<file path="src/design/mcic_pkg.sv">
`timescale 1ns / 1ps

package mcic_pkg;

  localparam int CORES            = 4;
  localparam int THREADS_PER_CORE = 2;
  localparam int NCTX             = CORES * THREADS_PER_CORE;
  localparam int MAX_RESULTS      = 8;

  localparam int STEP_W = (NCTX > 1) ? $clog2(NCTX) : 1;
  localparam int CNT_W  = $clog2(MAX_RESULTS + 1);

  localparam logic [1:0] FUNC_TICK   = 2'd0;
  localparam logic [1:0] FUNC_READ   = 2'd1;
  localparam logic [1:0] FUNC_WRITE  = 2'd2;
  localparam logic [1:0] FUNC_UNUSED = 2'd3;

  localparam logic [31:0] LEVEL_BITS_MASK = 32'hffff_fffe;
  localparam logic [31:0] ENABLE_BIT_MASK = 32'h0000_0001;
  localparam int TIMER_BIT    = 10;
  localparam int SERIAL_BIT   = 12;
  localparam int EXTERNAL_BIT = 13;
  localparam int LEVEL_TOP    = 15;

  typedef enum logic [1:0] {
    MODE_DISABLED     = 2'd0,
    MODE_ENABLED      = 2'd1,
    MODE_INTERRUPTING = 2'd2
  } mode_t;

  typedef enum logic [1:0] {
    ST_IDLE,
    ST_SCAN,
    ST_FLUSH
  } seq_state_t;

  typedef struct packed {
    logic [1:0]  func;
    logic [7:0]  context_req;
    logic [3:0]  byte_en;
    logic [31:0] write_data;
    logic        timer_req;
    logic        serial_req;
    logic        external_req;
  } req_beat_t;

  typedef struct packed {
    logic [7:0]  out_context;
    logic [3:0]  level;
    logic        level_update;
    logic [31:0] read_data;
    logic        bad_context;
    logic        last;
  } rsp_beat_t;

  typedef struct packed {
    logic [31:0] word;
    mode_t       mode;
    logic [3:0]  level;
  } ctx_state_t;

  function automatic logic [3:0] lowest_level(input logic [31:0] v);
    logic [3:0] lvl;
    lvl = 4'd0;
    for (int i = LEVEL_TOP; i >= 1; i--) begin
      if (v[i]) begin
        lvl = 4'(i);
      end
    end
    return lvl;
  endfunction

  function automatic logic [31:0] merge_bytes(input logic [31:0] old_word,
                                              input logic [31:0] data,
                                              input logic [3:0]  mask);
    logic [31:0] m;
    for (int i = 0; i < 4; i++) begin
      m[8*i +: 8] = {8{mask[i]}};
    end
    return (old_word & ~m) | (data & m);
  endfunction

endpackage

</file>
<file path="src/design/multi_context_interrupt_controller.sv">
`timescale 1ns / 1ps
// A tick, or a read or write in range, is accepted, then the context ring makes one full turn
// through the head cell, and then the final beat, if there is one, is handed over.
// A read or write to a context at or beyond NCTX skips the turn and hands over a bad-context
// beat; an unused function code is accepted and gives no beat. Each earlier tick report waits in
// a holding register for the next one. Output stalls can hold both the turn and the hand-over.
// Synchronous active-high reset clears all control words, levels and modes to disabled.
module multi_context_interrupt_controller (
  input  logic                clk,
  input  logic                rst,
  input  logic                req_valid,
  output logic                req_stall,
  input  mcic_pkg::req_beat_t req,
  output logic                rsp_valid,
  input  logic                rsp_stall,
  output mcic_pkg::rsp_beat_t rsp
);
  import mcic_pkg::*;

  seq_state_t  state, state_next;
  req_beat_t   op;
  logic [STEP_W-1:0] step;
  logic [CNT_W-1:0]  cnt;
  rsp_beat_t   pend;
  logic        pend_v;

  ctx_state_t  cell_q [NCTX];
  ctx_state_t  head_next;
  logic        rep;
  rsp_beat_t   res;
  logic        cnt_full;
  logic        out_free;
  logic        adv;
  logic        accept;
  logic        req_bad;
  logic        last_step;
  logic        rsp_load;
  rsp_beat_t   bad_beat;
  rsp_beat_t   final_beat;

  assign cnt_full  = (cnt == CNT_W'(MAX_RESULTS));
  assign out_free  = !rsp_valid || !rsp_stall;
  assign req_stall = (state != ST_IDLE);
  assign accept    = req_valid && !req_stall;
  assign req_bad   = ({1'b0, req.context_req} >= 9'(NCTX));
  assign last_step = (step == STEP_W'(NCTX - 1));
  assign rsp_load  = (state == ST_SCAN && adv && rep && pend_v) ||
                     (state == ST_FLUSH && pend_v && out_free);

  always_comb begin
    bad_beat = '0;
    bad_beat.out_context = req.context_req;
    bad_beat.bad_context = 1'b1;
    final_beat = pend;
    final_beat.last = 1'b1;
  end

  mcic_head u_head (
    .cur      (cell_q[0]),
    .op       (op),
    .ctx_id   (8'(step)),
    .cnt_full (cnt_full),
    .nxt      (head_next),
    .rep      (rep),
    .res      (res)
  );

  for (genvar i = 0; i < NCTX; i++) begin : g_ring
    if (i == NCTX - 1) begin : g_tail
      mcic_cell u_cell (
        .clk   (clk),
        .rst   (rst),
        .shift (adv),
        .d     (head_next),
        .q     (cell_q[i])
      );
    end else begin : g_body
      mcic_cell u_cell (
        .clk   (clk),
        .rst   (rst),
        .shift (adv),
        .d     (cell_q[i+1]),
        .q     (cell_q[i])
      );
    end
  end

  always_comb begin
    state_next = state;
    adv = 1'b0;
    case (state)
      ST_IDLE: begin
        if (accept && req.func != FUNC_UNUSED) begin
          state_next = (req.func != FUNC_TICK && req_bad) ? ST_FLUSH : ST_SCAN;
        end
      end
      ST_SCAN: begin
        adv = !(rep && pend_v && !out_free);
        if (adv && last_step) begin
          state_next = ST_FLUSH;
        end
      end
      ST_FLUSH: begin
        if (!pend_v || out_free) begin
          state_next = ST_IDLE;
        end
      end
      default: begin
        state_next = ST_IDLE;
      end
    endcase
  end

  always_ff @(posedge clk) begin
    if (rst) begin
      state <= ST_IDLE;
    end else begin
      state <= state_next;
    end
  end

  always_ff @(posedge clk) begin
    if (rst) begin
      rsp_valid <= 1'b0;
      pend_v    <= 1'b0;
      step      <= '0;
      cnt       <= '0;
    end else begin
      if (rsp_load) begin
        rsp_valid <= 1'b1;
      end else if (rsp_valid && !rsp_stall) begin
        rsp_valid <= 1'b0;
      end
      case (state)
        ST_IDLE: begin
          if (accept) begin
            op   <= req;
            step <= '0;
            cnt  <= '0;
            if (req.func != FUNC_TICK && req.func != FUNC_UNUSED && req_bad) begin
              pend   <= bad_beat;
              pend_v <= 1'b1;
            end
          end
        end
        ST_SCAN: begin
          if (adv) begin
            step <= last_step ? '0 : step + STEP_W'(1);
            if (rep) begin
              cnt <= cnt + CNT_W'(1);
              if (pend_v) begin
                rsp <= pend;
              end
              pend   <= res;
              pend_v <= 1'b1;
            end
          end
        end
        ST_FLUSH: begin
          if (pend_v && out_free) begin
            rsp    <= final_beat;
            pend_v <= 1'b0;
          end
        end
        default: begin
        end
      endcase
    end
  end

endmodule

</file>
<file path="src/design/mcic_cell.sv">
`timescale 1ns / 1ps

module mcic_cell (
  input  logic                clk,
  input  logic                rst,
  input  logic                shift,
  input  mcic_pkg::ctx_state_t d,
  output mcic_pkg::ctx_state_t q
);
  import mcic_pkg::*;

  always_ff @(posedge clk) begin
    if (rst) begin
      q.word  <= '0;
      q.mode  <= MODE_DISABLED;
      q.level <= '0;
    end else if (shift) begin
      q <= d;
    end
  end

endmodule

</file>
<file path="src/design/mcic_head.sv">
`timescale 1ns / 1ps

module mcic_head (
  input  mcic_pkg::ctx_state_t cur,
  input  mcic_pkg::req_beat_t  op,
  input  logic [7:0]           ctx_id,
  input  logic                 cnt_full,
  output mcic_pkg::ctx_state_t nxt,
  output logic                 rep,
  output mcic_pkg::rsp_beat_t  res
);
  import mcic_pkg::*;

  logic [31:0] vec;
  logic [3:0]  lvl;
  logic        hit;

  always_comb begin
    vec = '0;
    vec[TIMER_BIT]    = op.timer_req;
    vec[SERIAL_BIT]   = op.serial_req;
    vec[EXTERNAL_BIT] = op.external_req;
    lvl = lowest_level(vec & cur.word & LEVEL_BITS_MASK);
    hit = (ctx_id == op.context_req);

    nxt = cur;
    rep = 1'b0;
    res = '0;
    res.out_context = ctx_id;

    case (op.func)
      FUNC_TICK: begin
        if (cur.mode == MODE_ENABLED) begin
          nxt.level = lvl;
          if (lvl != 4'd0) begin
            nxt.mode = MODE_INTERRUPTING;
            rep = !cnt_full;
            res.level = lvl;
            res.level_update = 1'b1;
          end
        end
      end
      FUNC_READ: begin
        if (hit) begin
          rep = 1'b1;
          res.level = cur.level;
          res.read_data = cur.word;
        end
      end
      FUNC_WRITE: begin
        if (hit) begin
          rep = 1'b1;
          nxt.word = merge_bytes(cur.word, op.write_data, op.byte_en);
          if ((op.write_data & ENABLE_BIT_MASK) == '0) begin
            nxt.mode = MODE_DISABLED;
            nxt.level = 4'd0;
            res.level_update = 1'b1;
          end else if (cur.mode == MODE_DISABLED) begin
            nxt.mode = MODE_ENABLED;
            nxt.level = 4'd0;
            res.level_update = 1'b1;
          end else begin
            res.level = cur.level;
          end
        end
      end
      default: begin
      end
    endcase
  end

endmodule

</file>
<file path="config.mk">
export PLATFORM = sky130hd
export DESIGN_NAME = multi_context_interrupt_controller
export DESIGN_NICKNAME = d
export VERILOG_FILES = /design/src/design/mcic_pkg.sv /design/src/design/multi_context_interrupt_controller.sv /design/src/design/mcic_cell.sv /design/src/design/mcic_head.sv
export SDC_FILE = /design/constraint.sdc
export NUM_CORES = 1
export LEC_CHECK = 0
export BUFFER_PORTS_ARGS = -buffer_cell sky130_fd_sc_hd__buf_2
export CAP_MARGIN = 30
export CORE_MARGIN = 2
export CORE_UTILIZATION = 30
export CTS_BUF_LIST = sky130_fd_sc_hd__clkbuf_2 sky130_fd_sc_hd__clkbuf_4 sky130_fd_sc_hd__clkbuf_8
export CTS_CLUSTER_DIAMETER = 50
export DETAILED_ROUTE_END_ITERATION = 12
export GPL_TIMING_DRIVEN = 0
export SLEW_MARGIN = 10
export SYNTH_ARGS = -nofsm -noshare
export SYNTH_HDL_FRONTEND = slang
export SYNTH_SLANG_ARGS = --single-unit
</file>
<file path="constraint.sdc">
create_clock -name clk -period 8.2 [get_ports clk]
set_input_delay 0.82 -clock clk [delete_from_list [all_inputs] [get_ports clk]]
set_output_delay 0.82 -clock clk [all_outputs]
set_load 0.1 [all_outputs]
</file>
Word-level counts from Yosys, hierarchy flattened
Cells that the tools add are included.

Add/sub/neg operators: 2. Magnitude comparators: 1. Equality and inequality tests: 18. Muxes and demuxes: 70. Bitwise logic cells: 6. Reductions and logical operators: 44.

Operator list (number): $mux W47 (8); $pmux W47 S2 (2); $mux W32 (3); $mux W4 (21); $and A32 B32 Y32 (2); $mux W38 (1); $logic_not A32 Y1 (1); $not A32 Y32 (1); $or A32 B32 Y32 (1); $mux W6 (3); $reduce_and A6 Y1 (3); $and A14 B16 Y16 (1); $logic_and A1 B1 Y1 (15); $mux W5 (3); $ne A2 B2 Y1 const B (7); $mux W1 (13); $pmux W4 S3 (1); $pmux W6 S2 (1); $mux W2 (5); $reduce_bool A2 Y1 (5); $mux W3 (3); $reduce_and A3 Y1 (3); $eq A3 B8 Y1 (1); $ge A8 B4 Y1 const B (1); other kinds (20) (36).

Register bits after elaboration: 458. Logic and storage cells: 189.

Longest topological paths before layout
Gate-level depths: netlist of run 1.

Depth after elaboration: 29. Depth in mapped cells: 9.

Hierarchy
A second synthesis of run 1 with hierarchy kept.

Cells, all modules: 1431. Area total of the unflattened synthesis: 17521.8 um^2.

Modules (own cells, without submodules): mcic_cell (instances 8, cells each 122, area each 1358.8 um^2, seq. area each 760.7 um^2); multi_context_interrupt_controller (instances 1, cells each 294, area each 5426.5 um^2, seq. area each 4514.3 um^2); mcic_head (instances 1, cells each 161, area each 1224.9 um^2, seq. area each 0.0 um^2).

Worst setup path before layout of run 1
Ideal clock, no wire load.

Kind: register -> register. From: reg op[47] (netlist name). To: reg rsp[0] (netlist bit), enable pin. Setup time: 0.568 ns. Arrival time: 6.386 ns. Required time: 7.632 ns. Path slack: 1.246 ns. Stages on the path, launching flop included: 9. Path buffers: 1. Cells stage by stage: edfxtp_1 > inv_1 > ha_1 > nand3b_1 > or4_4 > o31a_1 > buf_4 > and2_1 > nor4_1.

Word-level cells in the longest chain between the ends: 9. Elaborated cells between the ends (all ways): 12. Classes of those cells: 4 x eq/ne; 2 x mux; 6 x reduce/logical.

RTL lines: $eq A2 B1 Y1 or $eq A2 B2 Y1 (tied branches) (RTL line mcic_head.sv:31) `case (op.func)`; $reduce_or A2 Y1 (no line); $pmux W1 S2 * (RTL line mcic_head.sv:31); $logic_and A1 B1 Y1 (2 in a row) (RTL line multi_context_interrupt_controller.sv:98) `adv = !(rep && pend_v && !out_free);`; $logic_not A1 Y1 (RTL line multi_context_interrupt_controller.sv:98); $mux W1 (RTL line multi_context_interrupt_controller.sv:91) `case (state)`; $ne A2 B2 Y1 (no line); $reduce_and A6 Y1 (no line) *; end signal: assignment (RTL line multi_context_interrupt_controller.sv:152) `rsp <= pend;`; end signal: assignment (RTL line multi_context_interrupt_controller.sv:161) `rsp <= final_beat;`; end: declaration (RTL line multi_context_interrupt_controller.sv:16) `output mcic_pkg::rsp_beat_t rsp`.

Mark *: on every way between the ends. The rest lies on a longest branch, timed or not. A chain may end at the register's enable or synchronous reset.

Worst setup path after layout of run 1
From: reg op[47] (netlist name). To: reg rsp[5] (netlist bit), enable pin.

Word-level cells in the longest chain between the ends: 9. Elaborated cells between the ends (all ways): 12. Classes of those cells: 4 x eq/ne; 2 x mux; 6 x reduce/logical.

RTL lines (RTL line): $eq A2 B1 Y1 or $eq A2 B2 Y1 (tied branches) (mcic_head.sv:31); $reduce_or A2 Y1 (no line); $pmux W1 S2 * (mcic_head.sv:31); $logic_and A1 B1 Y1 (2 in a row) (multi_context_interrupt_controller.sv:98); $logic_not A1 Y1 (multi_context_interrupt_controller.sv:98); $mux W1 (multi_context_interrupt_controller.sv:91); $ne A2 B2 Y1 (no line); $reduce_and A6 Y1 (no line) *.

Marked as above.

==> flow_summary.yaml, run 1 <==
outcome:
  outcome: "finished, final reports clean"
job:
  drv_cap: 0
layout:
  drive_above_1_share_pct: 15.67
  fin_area_sq_mm: 0.01952
  post-route-util_pct: 36.27
  multiInputGateArea_sq_mm: 0.005304
  nets: 1900
  fin_cells: 2586
  num-fill-cells: 5385
  area_growth_pct: 19.38
  regArea_sq_mm: 0.01057
timing:
  finalSetupViolCount: 0
  rsz0062_at_grt: "false"
  fin_skew_ps: 22.97
  max_freq_mhz: 266.0
  fin_crit_ps: 3760
  tightest_slew_ps: 1019
  period_share_pct: 45.85
  report.final.slew_viol_count: 0
  hold_viol: 0
  maxSlewHeadroom_pct: 31.79
  holdWs_ps: 377.3
worst_setup_path:
  path_class: "flop to flop"
  cp-startpoint: "op[47]"
  arrival_ps: 4070
  critPathLaunchType: "flop"
  reg2reg_from: "op[47]"
  path_max_fanout: 10
  crit_required_ps: 8510
  cp-end-kind: "flop"
hold_path:
  min_from: "req[38]"
  hp-class: "input port to flop"
yosys:
  yosysTopAreaCell: "dfxtp_1"
  syn_inst: 1644
  ys_warn_count: 0
  synth_edf_count: 142
  synth_area_leaders: "dfxtp_1 (39%), edfxtp_1 (26%), nand2_1 (13%), a21oi_1 (8.6%), mux2i_1 (2.0%)"
  syn_avg_cell_area_sq_um: 9.944
  ys_seq_elements: 457
  async_flop_share_pct: 0
  synth_cell_types: 50
  syn_area_sq_mm: 0.01635
  synth_top_area_share_pct: 38.57
  synth_nets: 1710
  yosys_most_used_dff: "dfxtp_1"
  yosysSeqAreaShare_pct: 64.66
cts:
  post-cts-setup-buffer-count: 0
  ctsHoldBuffers: 0
  cts_tree: "done"
  clockBufferDepth: 3
  path_clk_slew_ps: 70
  clkLatencyLatePin_ps: 610
  cts_buffers: 75
  clock-sinks: 457
  cts_max_level: 3
  ctsResizeCount: 0
  cts.root.buffer_cell: "clkbuf_8"
die:
  start_util_pct: 30.38
  ios: 102
  num_rows: 85
  die_h_um: 237.4
  dieArea_sq_mm: 0.05638
  core_sq_mm: 0.05381
  die_w_um: 237.4
route:
  wl_mm: 41.85
  drt_first_pass_iters: 5
  vias_per_cell: 4.730
  vias: 12230
  initialDrtViolationCount: 831
  avgRoutedWirePerCell_um: 16.18
  remaining_drc_errors: 0
  postRouteAntennaNets: 0
power:
  p_sw_share_pct: 23.55
  power_mw: 4.826
  seq_power_share_pct: 49.7
  p_leak_nw: 6.701
  switchingPower_mw: 1.136
  comb_power_share_pct: 6.5
  irDropWorstVdd_mv: 0.1005
  power.share.clock_pct: 43.8
  p_int_mw: 3.689
  power_per_cell_area_mw_per_mm2: 247.3
place:
  placedCellCount: 2453
  dpl-instance-area_sq_mm: 0.01789
  gp_congestion: 0.8643
  io_buffer_count: 100
  place_hpwl_mm: 30.34
grt:
  grt_busiest_layer: "met2"
  grt_max_degree: 29
  grtUsageMet1_pct: 18.40
  antenna_found_initial: 0
  grt-ovfl-total: 0
  grt_usage_pct: 14.76
  grt_use_met2_pct: 24.89
  grt_pass1_wl_mm: 65.56
  use_met3_pct: 2.822
  grt_pass1_vias: 12190
per-stage QoR:
stage	setup TNS, ps	setup slack, ps
detailed placement	0	4388
floorplan	0	1246
global route	0	4196
CTS	0	4379
global placement	-60030	-1284
finish	0	4440
layer usage:
layer | wire, um | vias up
li1 | - | 5981
met1 | 18330 | 5846
met2 | 19850 | 312
met3 | 2270 | 92
met4 | 1398 | 0
met5 | 0 | -
logic make-up (layout without fill, tap and decap cells):
group,after synthesis,in the layout,synth area share [%]
and+or+nand+nor,655,655,16.32
DFF,457,457,64.66
AOI/OAI and AO/OA,359,359,12.54
buffers and inverters,121,366,3.092
muxes,36,36,2.227
adders and majority gates,13,13,0.9950
xor gates and xnor gates,3,3,0.1608
other,0,1,0
synthesized netlist by cell type (3+ instances only):
master,count
nor3_1,7
xor2_1,3
buf_1,4
inv_1,13
o21ai_0,5
nand3_1,5
nand2_1,547
clkbuf_1,64
or4_1,3
a211oi_1,4
edfxtp_1,142
a22oi_1,6
dfxtp_1,315
nor2_1,24
o211ai_1,4
and3_1,3
a221oi_1,4
or3_1,3
mux2_2,3
buf_2,38
a21oi_1,280
nand2b_1,8
nor2b_1,6
nand3b_1,3
nand4_1,6
o31ai_1,4
mux2i_1,33
o2bb2ai_1,32
and2_1,34
a31oi_1,3
ha_1,13
placed cells by master (no fill, tap or decap), types with 3 or more instances in the layout:
master / count
buf_4: 9
dfxtp_1: 315
a211oi_1: 4
nor2_1: 23
mux2_2: 3
clkbuf_4: 29
mux2i_1: 33
nand2_1: 547
inv_1: 13
clkinv_2: 4
o211ai_1: 4
o21ai_0: 5
and2_1: 34
clkbuf_1: 64
buf_2: 138
nor3_1: 7
a22oi_1: 6
ha_1: 13
edfxtp_1: 142
nand3_1: 5
or3_1: 3
o2bb2ai_1: 32
a21oi_1: 280
o31ai_1: 4
a221oi_1: 3
buf_1: 4
or4_1: 3
nand2b_1: 8
a31oi_1: 3
bufinv_16: 3
xor2_1: 3
nand3b_1: 3
buf_8: 3
nand4_1: 6
nor2b_1: 6
and3_1: 3
clkbuf_8: 93
registers in the layout, summed over array words and instances (netlist names):
signal and cells:
g_ring.g_body.u_cell.q 266, op 49, rsp 47, final_beat 46
g_ring.g_tail.u_cell.q 38, cnt 4, step 3, state 2
pend_v 1, rsp_valid 1
cell type report:
cell class	count	area share, %
clock buffer	122	7.674
multi-input combinational	1066	27.18
timing repair buffer	113	3.263
tap	696	4.462
clock inverter	10	0.6603
buffer	107	2.321
sequential	457	54.16
antenna	1	0.01282
inverter	14	0.2693
critical path: stages, from the launching register on:
cell and delay (ps):
edfxtp_1 450, inv_1 110, ha_1 260, nand3b_1 270, or4_4 510, o31a_1 160
buf_4 190, and2_1 180, nor4_2 510, buf_4 250, buf_4 180, buf_4 190
buf_4 180
final timing paths:
check	endpoint	slack (ps)	cells past startpoint
worst min register to register	rsp[1]	420	0
worst max-delay path	rsp[5]	4440	12
worst max register to register	rsp[5]	4440	12
worst min-delay path	op[38]	380	1
power by group through the flow:
stage | Combinational, mW | Sequential (mW) | Clock [mW]
2_1_floorplan | 0.153 | 2.49 | 0
4_1_cts | 0.313 | 2.40 | 2.16
5_1_grt | 0.336 | 2.40 | 2.26
3_3_place_gp | 0.292 | 2.46 | 0
3_5_place_dp | 0.312 | 2.45 | 0
6_report | 0.311 | 2.40 | 2.11
No activity file was read; power rests on OpenSTA's default activity.
==> run 2, diff against run 1 <==
--- a/config.mk
+++ b/config.mk
@@ -5,6 +5,7 @@
 export SDC_FILE = /design/constraint.sdc
 export NUM_CORES = 1
 export LEC_CHECK = 0
+export ABC_AREA = 1
 export BUFFER_PORTS_ARGS = -buffer_cell sky130_fd_sc_hd__buf_2
 export CAP_MARGIN = 30
 export CORE_MARGIN = 2
==> constraint.sdc (replaced) <==
create_clock -name clk -period 3.2 [get_ports clk]
set_input_delay 0.32 -clock clk [delete_from_list [all_inputs] [get_ports clk]]
set_output_delay 0.32 -clock clk [all_outputs]
set_load 0.1 [all_outputs]
==> run 2 against run 1 <==
  * Clock power up 150%
  * Via count grew 6.2%
  * Area after synthesis grew 3.4%
  * Critical path type unchanged
  * Critical endpoint is now rsp[28]
==> flow_summary.yaml, run 2 <==
grt:
  grt_pass1_vias: 12900
  grtUsageMet1_pct: 18.22
  grt_busiest_layer: "met2"
  use_met3_pct: 3.134
  grt_pass1_wl_mm: 66.74
  grt_usage_pct: 14.66
  grt-ovfl-total: 0
  grt_max_degree: 32
  grt_use_met2_pct: 24.90
  antenna_found_initial: 0
layout:
  fin_area_sq_mm: 0.02052
  largest_reg_flops: 266
  area_growth_pct: 21.42
  most-common-layout-cells: "nor2_1 (664), dfxtp_1 (315), o21ai_0 (158)"
  nets: 2164
  layout_commonest_cell: "nor2_1"
  largest_register: "g_ring.g_body.u_cell.q"
  drive_above_1_share_pct: 14.80
  largestRegisters: "g_ring.g_body.u_cell.q x266, op x49, rsp x47"
job:
  drv_cap: 0
timing:
  period_share_pct: 92.39
  fin_crit_ps: 2956
  maxSlewHeadroom_pct: 49.58
  holdWs_ps: 255.9
  max_freq_mhz: 338.2
  finalSetupViolCount: 0
  fin_skew_ps: 20.66
  hold_viol: 0
  report.final.slew_viol_count: 0
  rsz0062_at_grt: "false"
  tightest_slew_ps: 755.5
die:
  num_rows: 87
  start_util_pct: 30.15
  die_w_um: 241.4
  core_sq_mm: 0.05606
  die_h_um: 241.4
  ios: 102
  dieArea_sq_mm: 0.05826
worst_setup_path:
  crit_top_cell: "nand2_1"
  path_class: "flop to flop"
  cp_cell_sequence: "inv_1, ha_1, nand3_2, inv_2, nand2_1, nand2_2, nand3_1, nand2_1, nor3b_4, buf_8"
  cp_slowest_cell: "nor3b_4"
  arrival_ps: 3260
  crit_required_ps: 3510
  critPathLaunchType: "flop"
  max_stage_delay_ps: 710
  cp-end-kind: "flop"
  r2r_cells: 10
  critical-path-top-delay-family: "simple AND/OR/NAND/NOR gates"
  path_max_fanout: 19
  path_buf_inv: 3
  crit_cells: 10
place:
  place_hpwl_mm: 30.98
  io_buffer_count: 101
  dpl-instance-area_sq_mm: 0.01846
  gp_congestion: 0.8478
cts:
  clock-sinks: 457
  cts_tree: "done"
  clockBufferDepth: 3
  cts_max_level: 3
  clkLatencyLatePin_ps: 620
  path_clk_slew_ps: 60
  cts_buffers: 74
  cts.root.buffer_cell: "clkbuf_8"
  ctsResizeCount: 0
yosys:
  ys_seq_elements: 457
  syn_avg_cell_area_sq_um: 9.068
  synth_nets: 1930
  synthTopCellsByCount: "nor2_1 (665), dfxtp_1 (315), o21ai_0 (158), o21ai_1 (155), edfxtp_1 (142)"
  synth_cell_types: 34
  syn_area_sq_mm: 0.01690
  yosysTopAreaCell: "dfxtp_1"
  syn_inst: 1864
  yosys_most_used_dff: "dfxtp_1"
  yosysMostFrequentCell: "nor2_1"
  yosysSeqAreaShare_pct: 62.54
  synth_top_area_share_pct: 37.31
  synth_area_leaders: "dfxtp_1 (37%), edfxtp_1 (25%), nor2_1 (15%), o21ai_0 (4.7%), o21ai_1 (4.6%)"
  ys_warn_count: 0
  synth_edf_count: 142
  async_flop_share_pct: 0
outcome:
  outcome: "finished, final reports clean"
route:
  postRouteAntennaNets: 0
  vias: 12990
  initialDrtViolationCount: 787
  drt_first_pass_iters: 6
  vias_per_cell: 4.461
  remaining_drc_errors: 0
  avgRoutedWirePerCell_um: 14.48
  wl_mm: 42.18
hold_path:
  hold_depth: 3
  hp-class: "input port to flop"
power:
  power_per_cell_area_mw_per_mm2: 662.2
  p_leak_nw: 7.787
  irDropWorstVdd_mv: 0.3092
-- run 2: cell types whose count changed after synthesis, moves of 32 or more --
cell       delta
a21oi_1     -262
inv_1        +55
buf_6        +36
nand3_1      +51
mux2i_1      -33
o21ai_0     +153
nor2_1      +641
and2_1       -33
nand2_1     -420
o2bb2ai_1    -32
o21ai_1     +154
-- run 2: kinds of logic after synthesis --
group	Yosys count	share of synthesized area (%)
buf+inv	187	6.270
xor+xnor	2	0.1037
compound gates	336	10.02
fa+ha+maj	13	0.9623
simple gates	869	20.11
flops	457	62.54
-- run 2: final timing paths --
check | start | end | slack, ps
setup / recovery | op[47] | rsp[28] | 240
hold / removal | rst | final_beat[32] | 260
setup reg to reg | op[47] | rsp[28] | 240
hold reg to reg | final_beat[31] | rsp[31] | 420
-- run 2: per-stage QoR --
stage	setup WS (ps)	power [mW]	util, %	cells	TNS, ps
floorplan	6.302	7.996	-	1864	0
global placement	-1419	8.434	32.78	2721	-131190
detailed placement	175.8	8.490	32.94	2726	0
CTS	164.4	13.72	36.58	2909	0
global route	29.31	14.22	36.61	2911	0
finish	243.5	13.59	36.61	2912	0
-- run 2: metal layers --
layer,routed length (um),share of wire [%],vias to the layer above
met3,2543,6.0,87
met1,18580,44,5997
li1,-,-,6575
met2,19800,47,332
met5,0,0,-
met4,1255,3.0,0
-- run 2: tightest hold or removal path, delay by kind of cell --
| family | cells | cell delay (ps) |
|---|---|---|
| buffers and inverters | 2 | 300 |
| and+or+nand+nor | 1 | 80 |
-- run 2: report_power, final --
group	total (mW)	internal, mW	switching (mW)
logic	1.74	0.541	1.20
clock network	5.17	2.92	2.25
registers	6.67	6.43	0.241
total	13.6	9.89	3.70
-- run 2: what timing repair did --
action                     in CTS  in global routing
setup endpoints to repair       0                 37
hold endpoints to repair       55                  0
hold buffers                   50                  0
setup buffers                   0                  2
-- run 2: layout make-up --
class	count	area (sq um)
clock inverter	12	57.56
tap	756	945.9
inverter	74	280.3
timing repair buffer	158	1101
multi-input combinational	1220	5303
sequential	457	10570
buffer	113	779.5
antenna	1	2.502
fill	5614	35540
clock buffer	121	1484
==> run 3, diff against run 2 <==
--- a/config.mk
+++ b/config.mk
@@ -9,7 +9,7 @@
 export BUFFER_PORTS_ARGS = -buffer_cell sky130_fd_sc_hd__buf_2
 export CAP_MARGIN = 30
 export CORE_MARGIN = 2
-export CORE_UTILIZATION = 30
+export CORE_UTILIZATION = 45
 export CTS_BUF_LIST = sky130_fd_sc_hd__clkbuf_2 sky130_fd_sc_hd__clkbuf_4 sky130_fd_sc_hd__clkbuf_8
 export CTS_CLUSTER_DIAMETER = 50
 export DETAILED_ROUTE_END_ITERATION = 12
==> run 3 against run 2 <==
  * Power is 1.5% higher
  * Critical endpoint is now rsp[6]
  * Setup slack better by 52 ps
  * Register-to-register slack better by 50 ps
  * Clock power grew 4%
  * Hold slack worse by 35 ps
  * Critical path depth rose by 1
==> flow_summary.yaml, run 3 (synthesis gave the netlist of run 2 again) <==
layout:
  fin_area_sq_mm: 0.02028
  regArea_sq_mm: 0.01057
  multiInputGateArea_sq_mm: 0.005303
  fin_cells: 2634
  nets: 2170
  n_antenna_cell: 0
  area_growth_pct: 19.96
  largest_reg_flops: 266
  layout_commonest_cell: "nor2_1"
  num-fill-cells: 3467
  largestRegisters: "g_ring.g_body.u_cell.q x266, op x49, rsp x47"
  most-common-layout-cells: "nor2_1 (664), dfxtp_1 (315), o21ai_0 (158)"
  largest_register: "g_ring.g_body.u_cell.q"
  post-route-util_pct: 55.12
  drive_above_1_share_pct: 15.14
route:
  vias: 12880
  drt_first_pass_iters: 5
  initialDrtViolationCount: 725
  postRouteAntennaNets: 0
  remaining_drc_errors: 0
  avgRoutedWirePerCell_um: 15.86
  vias_per_cell: 4.891
  wl_mm: 41.77
cts:
  clkLatencyLatePin_ps: 630
  path_clk_slew_ps: 60
  clockBufferDepth: 3
  cts.root.buffer_cell: "clkbuf_8"
  cts_tree: "done"
  cts_max_level: 3
  cts_buffers: 78
  clock-sinks: 457
place:
  preCtsSetupSlack_ps: 140.9
  io_buffer_count: 101
  gp_congestion: 0.8443
  dpl-instance-area_sq_mm: 0.01812
  place_hpwl_mm: 30.20
  placedCellCount: 2439
timing:
  tightest_slew_ps: 730.2
  worst_slack_ps: 295.6
  final.setup.tns_ps: 0
  fin_skew_ps: 20.85
  rsz0062_at_grt: "false"
  holdWs_ps: 220.9
  period_share_pct: 90.76
  hold_viol: 0
  max_freq_mhz: 344.3
  fin_crit_ps: 2904
  maxSlewHeadroom_pct: 50.99
  report.final.slew_viol_count: 0
  finalSetupViolCount: 0
worst_setup_path:
  path_buf_inv: 4
  cp-end-kind: "flop"
  cp_slowest_cell: "nor3b_4"
  critical-path-top-delay-family: "simple AND/OR/NAND/NOR gates"
  reg2reg_from: "op[47]"
  reg2reg_to: "rsp[6]"
  arrival_ps: 3230
  regToRegSetupSlack_ps: 300
  critPathLaunchType: "flop"
  cp_cell_sequence: "inv_1, ha_1, nand3_2, inv_2, nand2_1, nand2_2, nand3_1, nand2_1, nor3b_4, buf_8, buf_8"
  path_class: "flop to flop"
  max_stage_delay_ps: 580
  cp-startpoint: "op[47]"
  r2r_cells: 11
  path_max_fanout: 14
  crit_required_ps: 3530
die:
  die_w_um: 197.8
  dieArea_sq_mm: 0.03913
  core_sq_mm: 0.03679
  start_util_pct: 45.95
  ios: 102
  num_rows: 70
  die_h_um: 197.8
grt:
  grt_pass1_vias: 12440
  grt_max_degree: 31
  grt_pass1_wl_mm: 65.54
  grt_usage_pct: 21.98
  antenna_found_initial: 0
  grt-ovfl-total: 0
power:
  power_mw: 13.79
  power_per_cell_area_mw_per_mm2: 680.2
  p_leak_nw: 7.845
  irDropWorstVdd_mv: 0.5062
hold_path:
  hold_end: "final_beat[14]"
  min_from: "rst"
  hp-class: "input port to flop"
  hold_depth: 3
outcome:
  outcome: "finished, final reports clean"
job:
  drv_cap: 0
[run 3: cell count changes in the layout (fill, tap and decap cells not counted), sizes merged]
| cell | delta |
|---|---|
| buf | +2 |
| bufinv | +1 |
| clkbuf | -1 |
| clkinv | +4 |
| diode | -1 |
| inv | +5 |
[run 3: area by class of cell]
type / count / share of cell area (%)
Multi-Input combinational cell: 1220 / 26.15
Tap cell: 468 / 2.888
Clock buffer: 120 / 7.281
Sequential cell: 457 / 52.13
Buffer: 113 / 3.844
Timing Repair Buffer: 160 / 5.541
Inverter: 74 / 1.382
Clock inverter: 22 / 0.7837
[run 3: worst max-delay path by stage]
stage,end,slack [ps],depth (start not counted)
floorplan,op[0],6,4
global placement,op[32],-1330,3
detailed placement,final_beat[8],140,11
CTS,final_beat[32],120,11
global route,rsp[35],30,11
finish,rsp[6],300,11
[run 3: what timing repair did]
| item | CTS | global route |
|---|---|---|
| hold buffers | 50 | 0 |
| hold endpoints to repair | 55 | 0 |
| gates resized for setup | 0 | 0 |
| endpoints found under the setup margin | 0 | 36 |
| setup buffers | 0 | 3 |
[run 3: worst register-to-register path, cell delays in order (launching register included)]
cell and delay [ps]:
edfxtp_1 420, inv_1 100, ha_1 330, nand3_2 180
inv_2 100, nand2_1 80, nand2_2 110, nand3_1 70
nand2_1 250, nor3b_4 580, buf_8 230, buf_8 170
[run 3: layer usage]
layer | track usage [%] | routed length [um] | up-vias
li1 | - | - | 6577
met1 | 28.11 | 18430 | 5879
met2 | 36.59 | 19570 | 332
met3 | 4.071 | 2382 | 94
met4 | 9.385 | 1380 | 0
met5 | 0 | 0 | -
[run 3: where the power goes]
| part | leakage (nW) | internal [mW] | switching (mW) |
|---|---|---|---|
| Sequential | 3.88 | 6.43 | 0.248 |
| Combinational | 3.09 | 0.546 | 1.19 |
| Clock | 0.874 | 3.04 | 2.33 |
